==> config.mk <==
export PLATFORM = sky130hd
export DESIGN_NAME = wto_phase
export DESIGN_NICKNAME = d
export VERILOG_FILES = /design/src/hw/rtl/wto_pkg.sv /design/src/hw/rtl/wto_phase.sv
export SDC_FILE = /design/constraint.sdc
export NUM_CORES = 1
export LEC_CHECK = 0
export ABC_AREA = 1
export BUFFER_PORTS_ARGS = -buffer_cell sky130_fd_sc_hd__buf_4
export CAP_MARGIN = 20
export CORE_MARGIN = 10
export CORE_UTILIZATION = 55
export DETAILED_ROUTE_END_ITERATION = 8
export MAX_ROUTING_LAYER = met4
export PLACE_DENSITY = 0.8
export SLEW_MARGIN = 20
export SYNTH_ARGS = -nofsm -noshare
export SYNTH_HDL_FRONTEND = slang
export SYNTH_SLANG_ARGS = --single-unit
==> constraint.sdc <==
create_clock -name clk -period 4.3 [get_ports clk]
set_input_delay 0.86 -clock clk [delete_from_list [all_inputs] [get_ports clk]]
set_output_delay 0.86 -clock clk [all_outputs]
set_load 0.005 [all_outputs]
==> src/hw/rtl/wto_pkg.sv <==
`timescale 1ns / 1ps

package wto_pkg;

  localparam int unsigned TABLE_LEN   = 4410;
  localparam int unsigned NUM_BANDS   = 8;
  localparam int unsigned FRAC_BITS   = 16;
  localparam int unsigned STORE_DEPTH = NUM_BANDS * TABLE_LEN;

  localparam int unsigned ADDR_W  = 16;
  localparam int unsigned POS_W   = $clog2(TABLE_LEN);
  localparam int unsigned PHASE_W = 29;
  localparam int unsigned SUM_W   = PHASE_W + 1;
  localparam int unsigned BAND_W  = 3;
  localparam int unsigned SAMP_W  = 16;

  localparam int unsigned FREQ_MUL = 8;
  localparam int unsigned FREQ_DIV = 100;
  localparam int unsigned BAND_DIV = (FREQ_DIV << FRAC_BITS) / FREQ_MUL;
  localparam int unsigned BAND_LIMIT = (NUM_BANDS - 1 < 7) ? NUM_BANDS - 1 : 7;

  localparam logic [PHASE_W-1:0] STEP_ONE = PHASE_W'(1) << FRAC_BITS;
  localparam logic [PHASE_W-1:0] STEP_TOP = PHASE_W'(TABLE_LEN - 1) << FRAC_BITS;
  localparam logic [SUM_W-1:0]   SPAN     = SUM_W'(TABLE_LEN) << FRAC_BITS;

  localparam logic OP_TICK  = 1'b0;
  localparam logic OP_WRITE = 1'b1;

  typedef struct packed {
    logic                     operation;
    logic [ADDR_W-1:0]        table_address;
    logic signed [SAMP_W-1:0] table_value;
  } in_word_t;

  typedef struct packed {
    logic signed [SAMP_W-1:0] sample_out;
    logic                     cycle_start;
  } out_word_t;

  typedef struct packed {
    logic                 en;
    logic [ADDR_W-1:0]    addr;
    logic [SAMP_W-1:0]    data;
  } ram_wr_t;

  typedef struct packed {
    logic [FRAC_BITS-1:0] frac;
    logic                 wrap;
  } tick_ctl_t;

  function automatic logic [PHASE_W-1:0] clamp_step(input logic [PHASE_W-1:0] s);
    logic [PHASE_W-1:0] r;
    r = s;
    if (s < STEP_ONE) r = STEP_ONE;
    if (s > STEP_TOP) r = STEP_TOP;
    return r;
  endfunction

  function automatic logic [BAND_W-1:0] pick_band(input logic [PHASE_W-1:0] s);
    logic [BAND_W-1:0] b;
    b = '0;
    for (int unsigned k = 1; k <= BAND_LIMIT; k++) begin
      if (32'(s) >= 32'(k * BAND_DIV)) b = BAND_W'(k);
    end
    return b;
  endfunction

  function automatic logic [ADDR_W-1:0] band_base(input logic [BAND_W-1:0] b);
    logic [ADDR_W-1:0] r;
    r = ADDR_W'(b) * ADDR_W'(TABLE_LEN);
    return r;
  endfunction

endpackage

==> src/hw/rtl/wto_phase.sv <==
`timescale 1ns / 1ps

module wto_phase (
  input  logic                        clk,
  input  logic                        rst_n,
  input  logic                        cfg_wr_en,
  input  logic [wto_pkg::PHASE_W-1:0] cfg_wr_data,
  input  logic                        tick_go,
  output logic [wto_pkg::ADDR_W-1:0]  rd_addr0,
  output logic [wto_pkg::ADDR_W-1:0]  rd_addr1,
  output wto_pkg::tick_ctl_t          ctl
);

  logic [wto_pkg::PHASE_W-1:0] phase_r, phase_nxt;
  logic [wto_pkg::PHASE_W-1:0] step_now_r;
  logic [wto_pkg::PHASE_W-1:0] step_cfg_r;
  logic [wto_pkg::BAND_W-1:0]  band_cfg_r;
  logic [wto_pkg::BAND_W-1:0]  band_r;
  logic [wto_pkg::PHASE_W-1:0] cfg_clamped;
  logic [wto_pkg::SUM_W-1:0]   sum;
  logic                        wrap;
  logic [wto_pkg::POS_W-1:0]   pos;
  logic [wto_pkg::POS_W-1:0]   pos_next;
  logic [wto_pkg::ADDR_W-1:0]  base;

  assign cfg_clamped = wto_pkg::clamp_step(cfg_wr_data);

  assign pos      = phase_r[wto_pkg::FRAC_BITS +: wto_pkg::POS_W];
  assign pos_next = (pos == wto_pkg::POS_W'(wto_pkg::TABLE_LEN - 1)) ? '0 : pos + 1'b1;
  assign base     = wto_pkg::band_base(band_r);
  assign rd_addr0 = base + wto_pkg::ADDR_W'(pos);
  assign rd_addr1 = base + wto_pkg::ADDR_W'(pos_next);

  // phase accumulator, one subtract always wraps since step < table length
  always_comb begin
    sum  = wto_pkg::SUM_W'(phase_r) + wto_pkg::SUM_W'(step_now_r);
    wrap = (sum >= wto_pkg::SPAN);
    phase_nxt = wrap ? wto_pkg::PHASE_W'(sum - wto_pkg::SPAN) : wto_pkg::PHASE_W'(sum);
  end

  assign ctl.frac = phase_r[wto_pkg::FRAC_BITS-1:0];
  assign ctl.wrap = wrap;

  always_ff @(posedge clk) begin
    if (!rst_n) begin
      phase_r    <= '0;
      step_now_r <= wto_pkg::STEP_ONE;
      step_cfg_r <= wto_pkg::STEP_ONE;
      band_cfg_r <= '0;
      band_r     <= '0;
    end else begin
      if (cfg_wr_en) begin
        step_cfg_r <= cfg_clamped;
        band_cfg_r <= wto_pkg::pick_band(cfg_clamped);
      end
      if (tick_go) begin
        phase_r    <= phase_nxt;
        step_now_r <= step_cfg_r;
        if (wrap) begin
          band_r <= band_cfg_r;
        end
      end
    end
  end

endmodule

; ---- Word-level counts from Yosys, hierarchy flattened
; Cells that the tools add are included.
[totals]
regBits = 93
latchBits = 0
ramBits = 0
rom_bits = 0
output_inout_bits = 49
n_memories = 0
[classes]
addsub = 5
mul = 1
div = 0
n_lt_le_gt_ge = 10
eq_ne = 1
shifts = 0
mux = 11
bitwise_logic = 0
reduce_logical = 1
[op_table]
columns = op, count
row1 = 29-bit by 22-bit >= comparator with 1-bit output (second input constant), 3
row2 = 29-bit 2-to-1 mux, 3
row3 = 29-bit by 23-bit >= comparator with 1-bit output (second input constant), 2
row4 = 16-bit by 13-bit adder with 16-bit output, 2
row5 = 29-bit by 29-bit adder with 30-bit output, 1
row6 = 30-bit by 29-bit >= comparator with 1-bit output (second input constant), 1
row7 = 29-bit by 20-bit >= comparator with 1-bit output (second input constant), 1
row8 = 29-bit by 21-bit >= comparator with 1-bit output (second input constant), 1
row9 = 29-bit greater-than comparator (second input constant), 1
row10 = 29-bit by 17-bit < comparator with 1-bit output (second input constant), 1
row11 = 29-bit subtractor (second input constant), 1
row12 = 3-bit 2-to-1 mux, 6
row13 = 3-bit by 12-bit multiplier with 15-bit output (second input constant), 1
row14 = 13-bit by 1-bit adder with 13-bit output (second input constant), 1
row15 = 13-bit equality test (second input constant), 1
row16 = 13-bit 2-to-1 mux, 1
row17 = 2-bit AND reduction, 1
row18 = 1-bit 2-to-1 mux, 1

; ---- Longest topological paths before layout
[logic_depth]
depth_word = 11
depth_mapped = 23

; ---- Worst setup path before layout
; Ideal clock, no wire load.
[synth_timing]
path_kind = flip-flop to output port
start = register band_r[1] (netlist name)
end = output rd_addr1[14] (netlist name)
arrival_ps = 3218
setup_slack_ps = 222
path_stages_with_launch = 21
cell_sequence = dfxtp_1 -> clkbuf_1 -> inv_1 -> ha_1 -> inv_1 -> ha_1 -> inv_1 -> nand3_1 -> xor2_1 -> inv_1 -> ha_1 -> nand2_1 -> inv_1 -> nand4_1 -> o211ai_1 -> a21o_1 -> a21oi_1 -> o21ai_0 -> nand2_1 -> a21oi_1 -> xor2_1
[synth_between]
elab_chain_len = 2
[synth_rtl]
columns = element, line_no
row1 = start: declaration, wto_phase.sv:18  ; logic [wto_pkg::BAND_W-1:0] band_r;
row2 = start signal: assignment, wto_phase.sv:60  ; band_r <= band_cfg_r;
row3 = 3-bit by 12-bit multiplier with 15-bit output, wto_pkg.sv:70  ; r = ADDR_W'(b) * ADDR_W'(TABLE_LEN);
row4 = 16-bit by 13-bit adder with 16-bit output, wto_phase.sv:32  ; assign rd_addr1 = base + wto_pkg::ADDR_W'(pos_next);
row5 = end: declaration, wto_phase.sv:10  ; output logic [wto_pkg::ADDR_W-1:0] rd_addr1,
; No other way between the ends.

; ---- Worst setup path after layout
[layout_timing]
start = register band_r[2] (netlist name)
end = output rd_addr1[13] (netlist name)
; Same word-level chain as after synthesis.

==> impl_metrics.env <==
export IMPL_hold_viol=0
export IMPL_insertion_delay_ns=0.34
export IMPL_status="finished with violations"
export IMPL_wire_per_inst_um=14.28
export IMPL_first_global_vias=8075
export IMPL_timing_final_crit_share=1.040
export IMPL_setup_tns_final_ns=-0.3677
export IMPL_area_growth_syn_to_layout_pct=14.22
export IMPL_holdWs_ns=0.4651
export IMPL_clock_power_share=0.223
export IMPL_grt_first_pass_wirelength_mm=37.12
export IMPL_first_iter_violations=522
export IMPL_crit_fanout=3
export IMPL_fillers=1423
export IMPL_fp_dieArea_um2=20510
export IMPL_critPathArrivalTime_ns=3.61
export IMPL_rsz0062_at_grt="true"
export IMPL_critPathLaunchType="flop"
export IMPL_crit_type="flop to output pin"
export IMPL_post_route_util=0.6487
export IMPL_drv_cap=0
export IMPL_die_w_um=143.2
export IMPL_async_flop_share=0
export IMPL_postSynthAreaPerCell_um2=6.221
export IMPL_setup_slack_ns=-0.1718
export IMPL_dp_cells=1564
export IMPL_drc=0
export IMPL_synth_edf_count=0
export IMPL_nets=1503
export IMPL_instances_no_fill=1589
export IMPL_multi_input_area_um2=5543
export IMPL_globalplace_congestion=0.9929
export IMPL_register_area_um2=1876
export IMPL_peakVddDrop_mv=0.2683
export IMPL_ys_seq_elements=93
export IMPL_end_kind="output pin"
export IMPL_dp_hpwl_mm=17.72
export IMPL_min_path_type="flop to flop"
export IMPL_violations="setup timing"
export IMPL_die_h_um=143.2
export IMPL_avgViaCountPerCell=5.262
export IMPL_synth_main_ff_cell="dfxtp_1"
export IMPL_root_buffer="clkbuf_16"
export IMPL_vias=8362
export IMPL_routed_wl_mm=22.69
export IMPL_cts_inserted_buffers=9
export IMPL_synth_seq_area_share=0.2230
export IMPL_clock_sinks=93
export IMPL_clockBufferDepth=2
export IMPL_io_pins=82
export IMPL_coreArea_um2=14700
export IMPL_netSwitchingFraction=0.4068
export IMPL_power_switching_mw=1.553
export IMPL_rows=44
export IMPL_grt_antenna_before_repair=0
export IMPL_grt_use_total=0.2233
export IMPL_first_pass_iters=6
export IMPL_p_int_mw=2.264
export IMPL_slew_headroom=0.3410
export IMPL_p_leak_nw=5.166
export IMPL_yosysUniqueCellTypes=45
export IMPL_netlist_area_um2=8348
export IMPL_diodes=0
export IMPL_required_ns=3.44
export IMPL_pwr_share_comb=0.504
export IMPL_grt_ovfl_total=0
export IMPL_drv_slew=0
export IMPL_grt_max_degree=65
export IMPL_start_util=0.5679
export IMPL_io_buffers=81
export IMPL_setup_viol=5
export IMPL_seqPwrFrac=0.273
export IMPL_drive_above_1_share=0.1552
export IMPL_p_per_area_nw_per_um2=400.3
export IMPL_cts_hold_buf=0
export IMPL_drtAntennaViolNets=0
export IMPL_max_freq_ghz=0.2236
export IMPL_clock_skew_final_ns=0.005819
export IMPL_cts_tree="built"
export IMPL_final_min_clock_period_ns=4.472
export IMPL_clk_pin_slew_ns=0.07
export IMPL_h_tree_depth=3
export IMPL_yosysWarnings=0
export IMPL_syn_inst=1342
export IMPL_tightestPinTransition_ns=0.9824
export IMPL_syn_nets=1444
## stage by stage
| stage | power, mW | setup slack, ns | instance area, um2 |
|---|---|---|---|
| global route | 4.093 | -0.3940 | 9535 |
| global placement | 2.845 | 0.08325 | 8969 |
| floorplan | 2.283 | 0.2220 | 8348 |
| CTS | 3.763 | -0.1490 | 9370 |
| finish | 3.817 | -0.1718 | 9535 |
| detailed placement | 2.878 | 0.02045 | 8969 |
## repair_timing
| item | in CTS | in global routing |
|---|---|---|
| hold endpoints to repair | 0 | 0 |
| setup endpoints to repair | 11 | 10 |
| setup buffers | 4 | 7 |
| pin swaps | 10 | 15 |
| resized for setup | 18 | 29 |
## routing by layer
metal  GRT usage  up-vias  wire length [um]
li1            -     4369                 -
met1      0.2651     3748              9883
met2      0.3819      206             11300
met3     0.02620       39               937
met4     0.07872        0               571
met5           -        -                 0
## registers in the layout (all words and copies together), names as in the netlist
name / cells
step_now_r: 29
band_r: 3
phase_r: 29
step_cfg_r: 29
band_cfg_r: 3
## area by class of cell
class | count | share of cell area
tap | 184 | 0.02414
clock inverter | 5 | 0.008923
sequential | 93 | 0.1967
multi-input combinational | 984 | 0.5813
timing repair buffer | 103 | 0.08227
inverter | 210 | 0.08267
clock buffer | 10 | 0.02401
## placed cells by master, fill, tap and decap left out, drive strengths merged, types with 2 or more instances in the layout
| cell | Yosys | layout |
|---|---|---|
| nand2 | 350 | 350 |
| inv | 210 | 210 |
| nor2 | 161 | 161 |
| buf | 30 | 103 |
| a21oi | 98 | 98 |
| o21ai | 96 | 96 |
| dfxtp | 93 | 93 |
| nand3 | 77 | 77 |
| ha | 63 | 63 |
| xor2 | 40 | 40 |
| nand4 | 23 | 23 |
| nor3 | 20 | 20 |
| xnor2 | 10 | 10 |
| clkbuf | 25 | 10 |
| a31oi | 8 | 8 |
| nand3b | 6 | 6 |
| or2 | 6 | 6 |
| fa | 6 | 6 |
| nor4 | 4 | 4 |
| o211ai | 3 | 3 |
| a21o | 3 | 3 |
| clkinv | 0 | 3 |
| and2 | 2 | 2 |
| o21bai | 2 | 2 |
| bufinv | 0 | 2 |
| a211oi | 2 | 2 |
## cells by family after synthesis
group           synth area share
fa+ha+maj                 0.1088
compound gates            0.1368
xor+xnor                 0.05246
flops                     0.2230
buf+inv                   0.1313
simple gates              0.3476
## power by group through the flow
stage          clock network, mW  logic, mW  registers, mW
3_3_place_gp                   0       1.80           1.05
3_5_place_dp                   0       1.83           1.05
4_1_cts                    0.862       1.86           1.04
2_1_floorplan                  0       1.25           1.03
5_1_grt                    0.889       2.15           1.05
6_report                   0.851       1.92           1.04
## critical path, cell delays in order, from the launching register on
cell      delay (ns)
dfxtp_2         0.33
fa_1            0.56
inv_1           0.06
fa_2            0.37
nor2_4          0.11
a211oi_2        0.06
xor2_1          0.20
ha_1            0.36
nand2_2         0.08
nor3_2          0.15
nand2_1         0.07
o211ai_1        0.12
a21o_1          0.16
a21oi_2         0.05
o21bai_1        0.15
nand2_1         0.08
nand2_1         0.07
xor2_1          0.14
buf_4           0.13
## worst paths after layout
| path | from | endpoint | slack, ns | cells after the start |
|---|---|---|---|---|
| worst max-delay path | band_r[2] | rd_addr1[13] | -0.17 | 18 |
| worst min-delay path | step_cfg_r[19] | step_now_r[19] | 0.47 | 2 |
| worst max register to register | phase_r[0] | band_r[1] | 0.92 | 17 |
| worst min register to register | step_cfg_r[19] | step_now_r[19] | 0.47 | 2 |
## synthesized netlist by cell type, types with 6 or more instances
cell type    n  area share
nand4_1     22       0.016
nor2_2      10      0.0075
a31oi_1      8      0.0060
o21ai_0     91       0.055
xnor2_1     10       0.010
nand3_1     65       0.039
xor2_1      40       0.042
nand3b_1     6      0.0054
ha_1        63       0.094
nor2_1     147       0.066
a21oi_1     94       0.056
fa_1         6       0.014
clkbuf_1    25       0.011
nand3_2     11       0.013
nor3_1      18       0.011
inv_1      205       0.092
nand2_1    328        0.15
nand2_2     18       0.013
dfxtp_1     93        0.22
buf_4       23       0.021
Note: power is estimated with default switching activity, not from simulation.
