File: src/hw/rtl/wto_pkg.sv
`timescale 1ns / 1ps

package wto_pkg;

  localparam int unsigned TABLE_LEN   = 4410;
  localparam int unsigned NUM_BANDS   = 8;
  localparam int unsigned FRAC_BITS   = 16;
  localparam int unsigned STORE_DEPTH = NUM_BANDS * TABLE_LEN;

  localparam int unsigned ADDR_W  = 16;
  localparam int unsigned POS_W   = $clog2(TABLE_LEN);
  localparam int unsigned PHASE_W = 29;
  localparam int unsigned SUM_W   = PHASE_W + 1;
  localparam int unsigned BAND_W  = 3;
  localparam int unsigned SAMP_W  = 16;

  localparam int unsigned FREQ_MUL = 8;
  localparam int unsigned FREQ_DIV = 100;
  localparam int unsigned BAND_DIV = (FREQ_DIV << FRAC_BITS) / FREQ_MUL;
  localparam int unsigned BAND_LIMIT = (NUM_BANDS - 1 < 7) ? NUM_BANDS - 1 : 7;

  localparam logic [PHASE_W-1:0] STEP_ONE = PHASE_W'(1) << FRAC_BITS;
  localparam logic [PHASE_W-1:0] STEP_TOP = PHASE_W'(TABLE_LEN - 1) << FRAC_BITS;
  localparam logic [SUM_W-1:0]   SPAN     = SUM_W'(TABLE_LEN) << FRAC_BITS;

  localparam logic OP_TICK  = 1'b0;
  localparam logic OP_WRITE = 1'b1;

  typedef struct packed {
    logic                     operation;
    logic [ADDR_W-1:0]        table_address;
    logic signed [SAMP_W-1:0] table_value;
  } in_word_t;

  typedef struct packed {
    logic signed [SAMP_W-1:0] sample_out;
    logic                     cycle_start;
  } out_word_t;

  typedef struct packed {
    logic                 en;
    logic [ADDR_W-1:0]    addr;
    logic [SAMP_W-1:0]    data;
  } ram_wr_t;

  typedef struct packed {
    logic [FRAC_BITS-1:0] frac;
    logic                 wrap;
  } tick_ctl_t;

  function automatic logic [PHASE_W-1:0] clamp_step(input logic [PHASE_W-1:0] s);
    logic [PHASE_W-1:0] r;
    r = s;
    if (s < STEP_ONE) r = STEP_ONE;
    if (s > STEP_TOP) r = STEP_TOP;
    return r;
  endfunction

  function automatic logic [BAND_W-1:0] pick_band(input logic [PHASE_W-1:0] s);
    logic [BAND_W-1:0] b;
    b = '0;
    for (int unsigned k = 1; k <= BAND_LIMIT; k++) begin
      if (32'(s) >= 32'(k * BAND_DIV)) b = BAND_W'(k);
    end
    return b;
  endfunction

  function automatic logic [ADDR_W-1:0] band_base(input logic [BAND_W-1:0] b);
    logic [ADDR_W-1:0] r;
    r = ADDR_W'(b) * ADDR_W'(TABLE_LEN);
    return r;
  endfunction

endpackage

File: src/hw/rtl/wto_interp.sv
`timescale 1ns / 1ps

module wto_interp (
  input  logic                       clk,
  input  logic                       rst_n,
  input  logic                       tick_go,
  input  wto_pkg::tick_ctl_t         ctl,
  input  logic [wto_pkg::SAMP_W-1:0] rd_data0,
  input  logic [wto_pkg::SAMP_W-1:0] rd_data1,
  output logic                       en,
  output logic                       out_valid,
  input  logic                       out_ready,
  output wto_pkg::out_word_t         out_data
);

  localparam int unsigned DIFF_W = wto_pkg::SAMP_W + 1;
  localparam int unsigned PROD_W = DIFF_W + wto_pkg::FRAC_BITS + 1;
  localparam int unsigned RES_W  = PROD_W - wto_pkg::FRAC_BITS;

  logic                           v1_r;
  logic [wto_pkg::FRAC_BITS-1:0]  frac1_r;
  logic                           wrap1_r;
  logic                           v2_r;
  logic signed [PROD_W-1:0]       prod_r, prod_nxt;
  logic signed [wto_pkg::SAMP_W-1:0] s0_2_r;
  logic                           wrap2_r;
  logic                           out_valid_r;
  wto_pkg::out_word_t             out_data_r, out_data_nxt;

  logic signed [DIFF_W-1:0]       diff;
  logic signed [PROD_W-1:0]       rnd;
  logic signed [RES_W-1:0]        res;

  assign en = !out_valid_r || out_ready;

  // s0 + round((s1 - s0) * f / 2^F), half up
  always_comb begin
    diff     = DIFF_W'($signed(rd_data1)) - DIFF_W'($signed(rd_data0));
    prod_nxt = PROD_W'(diff) * $signed({1'b0, frac1_r});
    rnd      = prod_r + (PROD_W'(1) <<< (wto_pkg::FRAC_BITS - 1));
    res      = RES_W'(s0_2_r) + rnd[PROD_W-1:wto_pkg::FRAC_BITS];
    out_data_nxt.sample_out  = res[wto_pkg::SAMP_W-1:0];
    out_data_nxt.cycle_start = wrap2_r;
  end

  always_ff @(posedge clk) begin
    if (!rst_n) begin
      v1_r        <= 1'b0;
      v2_r        <= 1'b0;
      out_valid_r <= 1'b0;
    end else if (en) begin
      v1_r        <= tick_go;
      v2_r        <= v1_r;
      out_valid_r <= v2_r;
    end
  end

  always_ff @(posedge clk) begin
    if (en) begin
      frac1_r    <= ctl.frac;
      wrap1_r    <= ctl.wrap;
      prod_r     <= prod_nxt;
      s0_2_r     <= $signed(rd_data0);
      wrap2_r    <= wrap1_r;
      out_data_r <= out_data_nxt;
    end
  end

  assign out_valid = out_valid_r;
  assign out_data  = out_data_r;

endmodule

File: config.mk
export PLATFORM = sky130hd
export DESIGN_NAME = wto_interp
export DESIGN_NICKNAME = d
export VERILOG_FILES = /design/src/hw/rtl/wto_pkg.sv /design/src/hw/rtl/wto_interp.sv
export SDC_FILE = /design/constraint.sdc
export NUM_CORES = 1
export LEC_CHECK = 0
export BUFFER_PORTS_ARGS = -buffer_cell sky130_fd_sc_hd__buf_4
export CORE_MARGIN = 5
export CORE_UTILIZATION = 23
export CTS_CLUSTER_DIAMETER = 30
export DETAILED_ROUTE_END_ITERATION = 7
export GPL_TIMING_DRIVEN = 0
export RECOVER_POWER = 50
export SKIP_LAST_GASP = 1
export SYNTH_ARGS = -nofsm -noshare
export SYNTH_HDL_FRONTEND = slang
export SYNTH_SLANG_ARGS = --single-unit
File: constraint.sdc
create_clock -name clk -period 10.63 [get_ports clk]
set_input_delay 0.5315 -clock clk [delete_from_list [all_inputs] [get_ports clk]]
set_output_delay 0.5315 -clock clk [all_outputs]
set_load 0.005 [all_outputs]
Word level (Yosys, flattened, before mapping). Index checks and enable logic that the tools add are counted.

Output and inout port bits: 19. Word-level logic and storage cells: 16. Flip-flop bits (word level): 86.

Reductions and logical operators: 2. $add $sub $neg: 3. Multipliers: 1.

Operators by type and width (number): $add A32 B17 Y32 const B (1); $mul A17 B17 Y32 (1); $sub A16 B16 Y17 (1); $add A16 B16 Y16 (1); $logic_not A1 Y1 (1); $logic_or A1 B1 Y1 (1).

Logic depth before layout (Yosys ltp). Gate-level depths: netlist of the first run.

Depth in word-level cells: 2. Depth in mapped cells: 33.

Least setup slack after synthesis of the first run. Ideal clock, no wire load.

Path kind: input-to-reg. Start point: in rd_data1[0] in the netlist's numbering. End point: reg prod_r[31], data pin. Slack: 3.074 ns. Data required time: 10.362 ns. Stages: 31. Data arrival time: 7.288 ns. Setup time: 0.268 ns. Cells stage by stage: inv_1 ha_1 fa_1 nor2b_1 o21ai_2 a21oi_1 nor2_2 a2111oi_2 o31a_1 o41ai_4 buf_4 nand2_1 inv_1 fa_1 inv_1 fa_1 inv_1 fa_1 fa_1 fa_1 inv_1 fa_1 inv_1 ha_1 nand2_1 nand2_1 a211oi_1 a31oi_1 a21o_1 o41ai_2 xnor3_1.

Word-level cells in the longest chain between the ends: 2.

Ends and longest elaborated chain: from (decl) (RTL line wto_interp.sv:9) `input logic [wto_pkg::SAMP_W-1:0] rd_data1,`; $sub A16 B16 Y17 (RTL line wto_interp.sv:38) `diff = DIFF_W'($signed(rd_data1)) - DIFF_W'($signed(rd_data0));`; $mul A17 B17 Y32 (RTL line wto_interp.sv:39) `prod_nxt = PROD_W'(diff) * $signed({1'b0, frac1_r});`; via prod_nxt[31] (RTL line wto_interp.sv:24) `logic signed [PROD_W-1:0] prod_r, prod_nxt;`; to (signal assigned) (RTL line wto_interp.sv:62) `prod_r <= prod_nxt;`; to (decl) (RTL line wto_interp.sv:24).

The timed path passes the listed nets, and every way through them passes these cells. A chain may end at the register's enable or synchronous reset.

Final worst setup path of the first run.
Start point: in rd_data0[0] in the netlist's numbering. End point: reg prod_r[31], data pin.

Word-level cells in the longest chain between the ends: 2.

Ends and longest elaborated chain: from (decl) (RTL line wto_interp.sv:8) `input logic [wto_pkg::SAMP_W-1:0] rd_data0,`; $sub A16 B16 Y17 (RTL line wto_interp.sv:38); $mul A17 B17 Y32 (RTL line wto_interp.sv:39); via prod_nxt[31] (RTL line wto_interp.sv:24).

The timed path passes the listed nets, and every way through them passes these cells.

==> run_results.csv, run 1 <==
group,metric,value,unit
floorplanning,die_area,0.06443,mm²
synth,synth-async-reset-ratio,0,
cells_and_area,fin_nets,1920,
drt,wl,33780,µm
clocking,clock-sinks,71,
timing,post-route-period-util,0.8327,
critical_path,r2r_end,"prod_r[31]",
min_path,hold_class,"in2reg",
cells_and_area,area_delta_synth_final,12.68,%
min_path,hold_path_startpoint,"ctl[15]",
global_route,grt_max_degree,53,
placed_design,io_buffers,71,
critical_path,endpoint_kind,"flip-flop",
clocking,cts_made_buffers,9,
cells_and_area,fin_util,0.2616,
timing,fmax,0.1130,GHz
clocking,cts_tree,"yes",
timing,rsz0062_at_grt,"false",
floorplanning,ios,72,
drt,via_per_inst,4.152,
synth,synth.avg_cell_area,9.719,µm²
min_path,holdPathStages,1,
timing,slew_violations,53,
synth,synthCells,1407,
timing,maxSlewHeadroom,-0.9834,
critical_path,ff2ff_setup_slack,3.21,ns
timing,setup-tns-final,0,ns
min_path,min_to,"frac1_r[14]",
critical_path,critPathRequiredTime,10.73,ns
synth,syn-num-nets,1837,
placed_design,globalplace.congestion,0.8749,
synth,synth_ff_type,"edfxtp_1",
global_route,grt_pass1_wl,55140,µm
critical_path,cpMostUsedCell,"fa_1",
floorplanning,core_area,0.05891,mm²
drt,drtIter0Drc,555,
critical_path,max_stage_delay,0.79,ns
timing,postLayoutSetupSlackWorst,1.779,ns
status,violations,"max-capacitance violations, max-slew violations",
placed_design,preCtsSetupSlack,1.402,ns
synth,synth-edff-count,68,
timing,finClkSkew,0.01843,ns
drt,antenna_left,0,
placed_design,dp.final_hpwl,28340,µm
global_route,gr-total-overflow,0,
critical_path,critPathSlowestCell,"xnor2_1",
clocking,cts_resized,0,
critical_path,rr_worst_depth,21,
cells_and_area,drive_gt1_frac,0.06355,
timing,period_needed,8.851,ns
clocking,insertion_delay,0.36,ns
drt,vias,9416,
drt,drtPass1Iterations,5,
status,outcome,"finished with violations",
critical_path,worst-path-max-fanout,10,
global_route,grt_pass1_vias,10320,
timing,setup_viol,0,
job,drv_cap,1,
synth,syn_area,0.01367,mm²
clocking,hold_buffers,0,
timing,worstMarginPinSlew,2.975,ns
timing,final_hold_viol_count,0,
clocking,cts_htree_levels,3,
cells_and_area,nFillCells,6182,
critical_path,crit_type,"in2reg",
critical_path,rr_startpoint,"frac1_r[5]",
critical_path,worst-endpoint-arrival,8.95,ns
clocking,clockBufferDepth,2,
clocking,cts-root-buf,"clkbuf_16",
synth,ys_seq_elements,71,
synth,ys_seq_area_frac,0.1537,
global_route,grt_usage,0.1094,
clocking,path_clk_slew,0.07,ns
floorplanning,rows,89,
synth,synth_cell_types,60,
critical_path,start_kind,"input pin",
cells_and_area,diodes,0,
drt,wl_per_cell,14.90,µm
clocking,postCtsSetupBuffers,0,
floorplanning,die_h,253.8,µm
floorplanning,die_w,253.8,µm
global_route,antenna_found_initial,1,
synth,ys_warn_count,0,
drt,drc,0,
floorplanning,initial_core_util,0.2321,
cell usage in the layout (no fill, tap or decap), types with 5 or more instances in the layout:
cell	instances
clkbuf_1	47
o21ai_0	12
nand2_1	157
and2_1	114
nor3_1	9
nor2_1	30
nand4_1	6
a31oi_1	5
edfxtp_1	68
and3_1	5
nor2b_1	27
fa_1	261
nand2b_1	11
xor2_1	21
inv_1	361
ha_1	116
a21o_1	11
clkbuf_4	17
buf_4	41
a21oi_1	30
clkbuf_16	9
mux2i_1	5
nand3_1	16
xnor2_1	56
routing by layer:
metal  up-vias  global-route usage  wire length (µm)
met4         2             0.02992               784
met1      4761              0.1346             13770
li1       4380                   -                 -
met3        49             0.01975              1676
met5         -                   0                13
met2       224              0.1970             17540
per-stage QoR:
step / hold WS [ns] / cell area, µm² / std cells
after global routing: 0.3477 / 15410 / 2268
after CTS: 0.3237 / 15500 / 2268
after global placement: 0.4022 / 15170 / 2251
after floorplan: 0.4003 / 13670 / 1407
final: 0.3658 / 15410 / 2268
after detailed placement: 0.4054 / 15210 / 2252
critical path, delay by kind of cell:
kind / cells / cell delay (ns)
fa+ha+maj: 9 / 3.68
compound gates: 11 / 2.24
xor+xnor: 2 / 1.05
simple gates: 3 / 0.59
buf+inv: 4 / 0.83
cell usage after synthesis, types with 2 or more instances:
cell | count | share of area
inv_1 | 361 | 0.099
fa_1 | 261 | 0.38
nand2_1 | 157 | 0.043
ha_1 | 116 | 0.11
and2_1 | 114 | 0.052
edfxtp_1 | 68 | 0.15
xnor2_1 | 56 | 0.036
a21oi_1 | 30 | 0.011
nor2_1 | 30 | 0.0082
clkbuf_1 | 29 | 0.0080
nor2b_1 | 27 | 0.012
xor2_1 | 21 | 0.013
nand3_1 | 16 | 0.0059
o21ai_0 | 12 | 0.0044
a21o_1 | 11 | 0.0060
nand2b_1 | 11 | 0.0050
nor3_1 | 9 | 0.0033
nand4_1 | 6 | 0.0027
a31oi_1 | 5 | 0.0023
and3_1 | 5 | 0.0023
mux2i_1 | 5 | 0.0037
a211oi_1 | 4 | 0.0022
buf_2 | 4 | 0.0015
a211o_1 | 3 | 0.0019
buf_4 | 3 | 0.0016
dfxtp_1 | 3 | 0.0044
a2111oi_2 | 2 | 0.0022
a21boi_0 | 2 | 0.0011
a21boi_1 | 2 | 0.0011
a31o_2 | 2 | 0.0013
o21a_1 | 2 | 0.0011
or3_1 | 2 | 0.00091
cell families (layout without fill, tap and decap cells):
group / Yosys count / count (layout) / synth area share
buffers and inverters: 397 / 485 / 0.1102
DFF: 71 / 71 / 0.1537
and+or+nand+nor: 384 / 384 / 0.1397
AOI/OAI and AO/OA: 92 / 92 / 0.05033
adders and majority gates: 377 / 377 / 0.4882
xor gates and xnor gates: 80 / 80 / 0.05335
muxes: 6 / 6 / 0.004484
final cells by class:
| cell class | count | area (µm²) | area share |
|---|---|---|---|
| inverters | 361 | 1355 | 0.08794 |
| well taps | 773 | 967.2 | 0.06277 |
| flip-flops and latches | 71 | 2102 | 0.1364 |
| clock buffers | 10 | 229.0 | 0.01486 |
| repair buffers | 72 | 476.7 | 0.03094 |
| plain buffers | 36 | 151.4 | 0.009825 |
| clock inverters | 6 | 61.31 | 0.003979 |
| multi-input cells | 939 | 10070 | 0.6533 |
worst max path at each step:
| stage | from | end | slack (ns) | cells past startpoint |
|---|---|---|---|---|
| 6_report | rd_data0[0] | prod_r[31] | 1.78 | 29 |
| 5_1_grt | rd_data0[0] | prod_r[31] | 1.25 | 31 |
| 4_1_cts | rd_data0[0] | prod_r[31] | 1.74 | 29 |
| 3_5_place_dp | rd_data0[0] | prod_r[31] | 1.40 | 29 |
| 3_3_place_gp | rd_data0[0] | prod_r[31] | 1.43 | 29 |
| 2_1_floorplan | rd_data1[0] | prod_r[31] | 3.07 | 31 |
flip-flops by register name (all words and copies together) (netlist names):
register / flops
v2_r: 1
wrap1_r: 1
v1_r: 1
s0_2_r: 16
wrap2_r: 1
prod_r: 17
out_valid: 1
out_data: 17
frac1_r: 16
Power of run 1 is not shown: default switching activity piles up to over one toggle a cycle in this logic, so the estimate is an artifact.
==> inputs of run 2 (changes only) <==
==> constraint.sdc (replaced) <==
create_clock -name clk -period 8 [get_ports clk]
set_input_delay 0.4 -clock clk [delete_from_list [all_inputs] [get_ports clk]]
set_output_delay 0.4 -clock clk [all_outputs]
set_load 0.005 [all_outputs]
==> run 2 against run 1 <==
The run now ends clean. Global-route usage up 0.088 points. Core utilization up 0.89 points. Cell count up 0.84%. Highest routed layer unchanged.
==> run_results.csv, run 2 (synthesis results as in run 1) <==
group,metric,value,unit
status,outcome,"completed",
cells_and_area,instances_no_fill,2287,
critical_path,critPathRequiredTime,8.10,ns
cells_and_area,diodes,0,
critical_path,crit_start,"rd_data0[1]",
critical_path,max_stage_delay,0.58,ns
floorplanning,initial_core_util,0.2321,
cells_and_area,layout_commonest_cell,"inv_1",
drt,drtPass1Iterations,5,
critical_path,rr_startpoint,"frac1_r[5]",
critical_path,worst-endpoint-arrival,7.80,ns
floorplanning,die_w,253.8,µm
drt,drc,0,
clocking,cts-root-buf,"clkbuf_16",
global_route,grt_usage,0.1103,
min_path,hold_class,"in2reg",
floorplanning,rows,89,
cells_and_area,area_delta_synth_final,16.50,%
clocking,path_clk_slew,0.06,ns
critical_path,ff2ff_setup_slack,0.87,ns
timing,period_needed,7.706,ns
timing,slew_violations,0,
timing,hold_ws,0.2325,ns
timing,finClkSkew,0.01669,ns
critical_path,critPathCapture,"prod_r[31]",
clocking,hold_buffers,0,
clocking,cts_htree_levels,3,
global_route,gr-total-overflow,0,
critical_path,worst-path-max-fanout,5,
global_route,grt_max_degree,53,
job,drv_cap,0,
clocking,clock-sinks,71,
floorplanning,die_area,0.06443,mm²
placed_design,io_buffers,71,
timing,setup_viol,0,
placed_design,dp.final_hpwl,28340,µm
cells_and_area,drive_gt1_frac,0.1070,
critical_path,r2r_end,"prod_r[31]",
global_route,grt_pass1_vias,10400,
clocking,cts_made_buffers,9,
clocking,cts_tree,"yes",
floorplanning,ios,72,
timing,post-route-period-util,0.9632,
drt,via_per_inst,4.168,
drt,drtIter0Drc,444,
global_route,antenna_found_initial,1,
drt,antenna_left,0,
drt,wl_per_cell,15.10,µm
cells_and_area,fin_util,0.2704,
global_route,grt_pass1_wl,55480,µm
timing,worstMarginPinSlew,0.8344,ns
clocking,insertion_delay,0.36,ns
critical_path,crit_type,"in2reg",
critical_path,endpoint_kind,"flip-flop",
placed_design,globalplace.congestion,0.8749,
floorplanning,die_h,253.8,µm
timing,maxSlewHeadroom,0.4437,
placed_design,dp.cells,2252,
cells_and_area,mostFrequentLayoutCells,"360 x inv_1, 259 x fa_1, 156 x nand2_1",
min_path,hold_path_startpoint,"rd_data0[5]",
critical_path,cpMostUsedCell,"fa_1",
critical_path,critPathSlowestCell,"fa_1",
critical_path,rr_worst_depth,22,
timing,fmax,0.1298,GHz
drt,vias,9533,
timing,rsz0062_at_grt,"true",
timing,final_hold_viol_count,0,
cells_and_area,fin_nets,1939,
clocking,clockBufferDepth,2,
cells_and_area,nFillCells,6145,
floorplanning,core_area,0.05891,mm²
drt,wl,34540,µm
critical_path,start_kind,"input pin",
run 2: cell types whose count changed in the layout (fill, tap and decap cells not counted), moves of 3 or more:
cell / previous run / this run
xor2_1: 21 / 18
a21oi_1: 30 / 23
xnor2_1: 56 / 49
clkbuf_2: 0 / 3
buf_4: 41 / 63
xnor2_2: 1 / 6
xor2_4: 0 / 3
a21oi_2: 1 / 7
clkbuf_1: 47 / 36
run 2: worst max-delay path, delay by kind of cell:
family	cells	cell delay, ns
AOI/OAI and AO/OA	13	2.37
xor gates and xnor gates	2	0.39
adders and majority gates	8	3.69
buffers and inverters	5	0.42
and+or+nand+nor	3	0.53
run 2: cell type report:
type	instances	area [µm²]	share of cell area
tap	773	967.2	0.06071
sequential	71	2102	0.1320
timing repair buffer	91	666.9	0.04186
inverter	361	1355	0.08506
multi-input combinational	939	10360	0.6505
clock inverter	6	61.31	0.003849
clock buffer	10	229.0	0.01437
buffer	36	186.4	0.01170
run 2: per-stage QoR:
step / setup WS (ns) / area, µm² / TNS, ns
6_report: 0.2941 / 15930 / 0
5_1_grt: -0.01886 / 15930 / -0.01960
4_1_cts: 0.02070 / 15690 / 0
3_5_place_dp: -1.096 / 15210 / -10.85
3_3_place_gp: -1.064 / 15170 / -10.23
2_1_floorplan: 0.5758 / 13670 / 0
run 2: how the worst min path moves through the flow:
stage,cells past startpoint,slack (ns),to
6_report,1,0.23,s0_2_r[5]
5_1_grt,1,0.21,frac1_r[5]
3_5_place_dp,0,0.41,out_data[0]
3_3_place_gp,0,0.40,out_data[0]
2_1_floorplan,0,0.40,out_data[0]
4_1_cts,1,0.19,frac1_r[0]
run 2: timing repair:
action,CTS,global route
pin swaps,7,19
resized for setup,28,41
setup endpoints to repair,13,10
buffers inserted,6,13
run 2: layer usage:
layer  GRT usage  up-vias  wire, µm  part of all wire
met2      0.1982      217     18030              0.52
met1      0.1343     4841     13960              0.40
met3     0.02170       51      1682             0.049
li1            -     4422         -                 -
met5           0        -        13           0.00038
met4     0.03176        2       857             0.025
Power of run 2 is left out for the same reason.
==> inputs of run 3 (changes only) <==
--- a/config.mk
+++ b/config.mk
@@ -6,6 +6,7 @@
 export NUM_CORES = 1
 export LEC_CHECK = 0
 export BUFFER_PORTS_ARGS = -buffer_cell sky130_fd_sc_hd__buf_4
+export CORE_ASPECT_RATIO = 1.5
 export CORE_MARGIN = 5
 export CORE_UTILIZATION = 23
 export CTS_CLUSTER_DIAMETER = 30
==> run 3 against run 2 <==
The run now ends with max-capacitance violations, max-slew violations left. Global-route usage increased by 0.33 points. Setup slack got worse by 0.0042 ns. Register-to-register slack improved by 0.07 ns. Routed wire length increased by 4.2%. Final area decreased by 0.57%. Non-clock buffer count decreased by 7. Largest cell class unchanged.
==> run_results.csv, run 3 (synthesis results as in run 1) <==
group,metric,value,unit
clocking,clock-sinks,71,
critical_path,endpoint_kind,"flip-flop",
drt,antenna_left,0,
min_path,min_to,"frac1_r[11]",
status,outcome,"finished with violations",
drt,vias,9634,
timing,post-route-period-util,0.9638,
drt,top_layer,"met4",
min_path,hold_path_startpoint,"ctl[12]",
critical_path,ff2ff_setup_slack,0.94,ns
drt,met1Wirelength,12400,µm
critical_path,rr_startpoint,"frac1_r[5]",
drt,via_per_inst,4.218,
min_path,holdPathStages,1,
critical_path,critPathSlowestCell,"fa_1",
clocking,cts_made_buffers,9,
drt,wl,35980,µm
clocking,cts_htree_levels,3,
timing,final_hold_viol_count,0,
global_route,antenna_found_initial,1,
cells_and_area,fin_nets,1932,
placed_design,dp.cells,2256,
timing,fmax,0.1297,GHz
timing,slew_violations,31,
placed_design,globalplace.congestion,0.8791,
critical_path,worst-endpoint-arrival,7.81,ns
drt,wl_per_cell,15.75,µm
timing,setup_viol,0,
clocking,clockBufferDepth,2,
timing,hold_ws,0.2310,ns
status,violations,"max-capacitance violations, max-slew violations",
global_route,grt_pass1_wl,57300,µm
floorplanning,rows,109,
critical_path,start_kind,"input pin",
clocking,hold_buffers,0,
floorplanning,die_h,308.6,µm
cells_and_area,drive_gt1_frac,0.09887,
drt,wl_met3,1166,µm
cells_and_area,area_delta_synth_final,15.83,%
timing,finClkSkew,0.01088,ns
critical_path,critPathRequiredTime,8.10,ns
timing,maxSlewHeadroom,-0.1210,
clocking,path_clk_slew,0.07,ns
global_route,grt_usage,0.1136,
clocking,cts_tree,"yes",
global_route,gr-total-overflow,0,
cells_and_area,instances_no_fill,2284,
timing,worstMarginPinSlew,1.681,ns
cells_and_area,mostFrequentLayoutCells,"360 x inv_1, 261 x fa_1, 157 x nand2_1",
critical_path,r2r_end,"prod_r[31]",
global_route,grt_max_degree,43,
placed_design,io_buffers,71,
drt,drtIter0Drc,392,
critical_path,crit_type,"in2reg",
clocking,insertion_delay,0.36,ns
floorplanning,die_w,209.1,µm
drt,dr_wl_met2,20620,µm
floorplanning,die_area,0.06453,mm²
job,drv_cap,1,
floorplanning,ios,72,
critical_path,worst-path-max-fanout,10,
placed_design,dp.final_hpwl,29980,µm
min_path,hold_class,"in2reg",
floorplanning,core_area,0.05892,mm²
drt,drc,0,
critical_path,max_stage_delay,0.60,ns
critical_path,rr_worst_depth,21,
timing,period_needed,7.710,ns
critical_path,cpMostUsedCell,"fa_1",
cells_and_area,layout_commonest_cell,"inv_1",
drt,drtPass1Iterations,5,
floorplanning,initial_core_util,0.2321,
cells_and_area,fin_util,0.2688,
clocking,cts-root-buf,"clkbuf_16",
cells_and_area,diodes,0,
global_route,grt_pass1_vias,10840,
-- run 3: cell types whose count changed in the layout (fill, tap and decap cells not counted), moves of 2 or more --
cell | before | now
fa_1 | 259 | 261
clkbuf_4 | 18 | 33
clkbuf_1 | 36 | 34
buf_4 | 63 | 43
ha_1 | 114 | 116
fa_2 | 2 | 0
-- run 3: layout make-up --
cell class / count / area (µm²)
Timing Repair Buffer: 85 / 629.4
Multi-Input combinational cell: 939 / 10310
Clock inverter: 6 / 68.82
Clock buffer: 10 / 229.0
Sequential cell: 71 / 2102
Fill cell: 6235 / 43080
Tap cell: 777 / 972.2
Inverter: 361 / 1355
Buffer: 35 / 176.4
-- run 3: metal layers --
layer | GRT usage | up-vias
met1 | 0.1138 | 4930
li1 | - | 4406
met2 | 0.2297 | 211
met5 | 0 | -
met3 | 0.01187 | 87
met4 | 0.05588 | 0
-- run 3: how the worst max path moves through the flow --
stage | startpoint | endpoint | slack (ns)
after floorplan | rd_data1[0] | prod_r[31] | 0.58
after global placement | rd_data0[0] | prod_r[31] | -1.08
after detailed placement | rd_data0[0] | prod_r[31] | -1.16
after CTS | rd_data0[0] | prod_r[31] | 0.03
after global routing | rd_data0[1] | prod_r[31] | -0.05
final | rd_data0[0] | prod_r[31] | 0.29
-- run 3: per-stage QoR --
step	instance area, µm²	TNS, ns	setup slack (ns)
after floorplan	13670	0	0.5758
after global placement	15180	-11.16	-1.077
after detailed placement	15210	-12.43	-1.159
after CTS	15680	0	0.02563
after global routing	15840	-0.07737	-0.05032
final	15840	0	0.2899
-- run 3: worst max-delay path: cells and delay by family --
family,cells,cell delay [ns]
adder cells (fa/ha/maj),9,3.86
buffers and inverters,4,0.53
AO/OA/AOI/OAI,10,1.69
AND/OR/NAND/NOR,5,0.71
XOR/XNOR,2,0.61
-- run 3: timing repair --
item,4_1_cts,5_1_grt
setup endpoints to repair,13,9
gates resized for setup,25,37
buffers inserted,3,10
pin swaps,4,13
Power of run 3 is left out for the same reason.
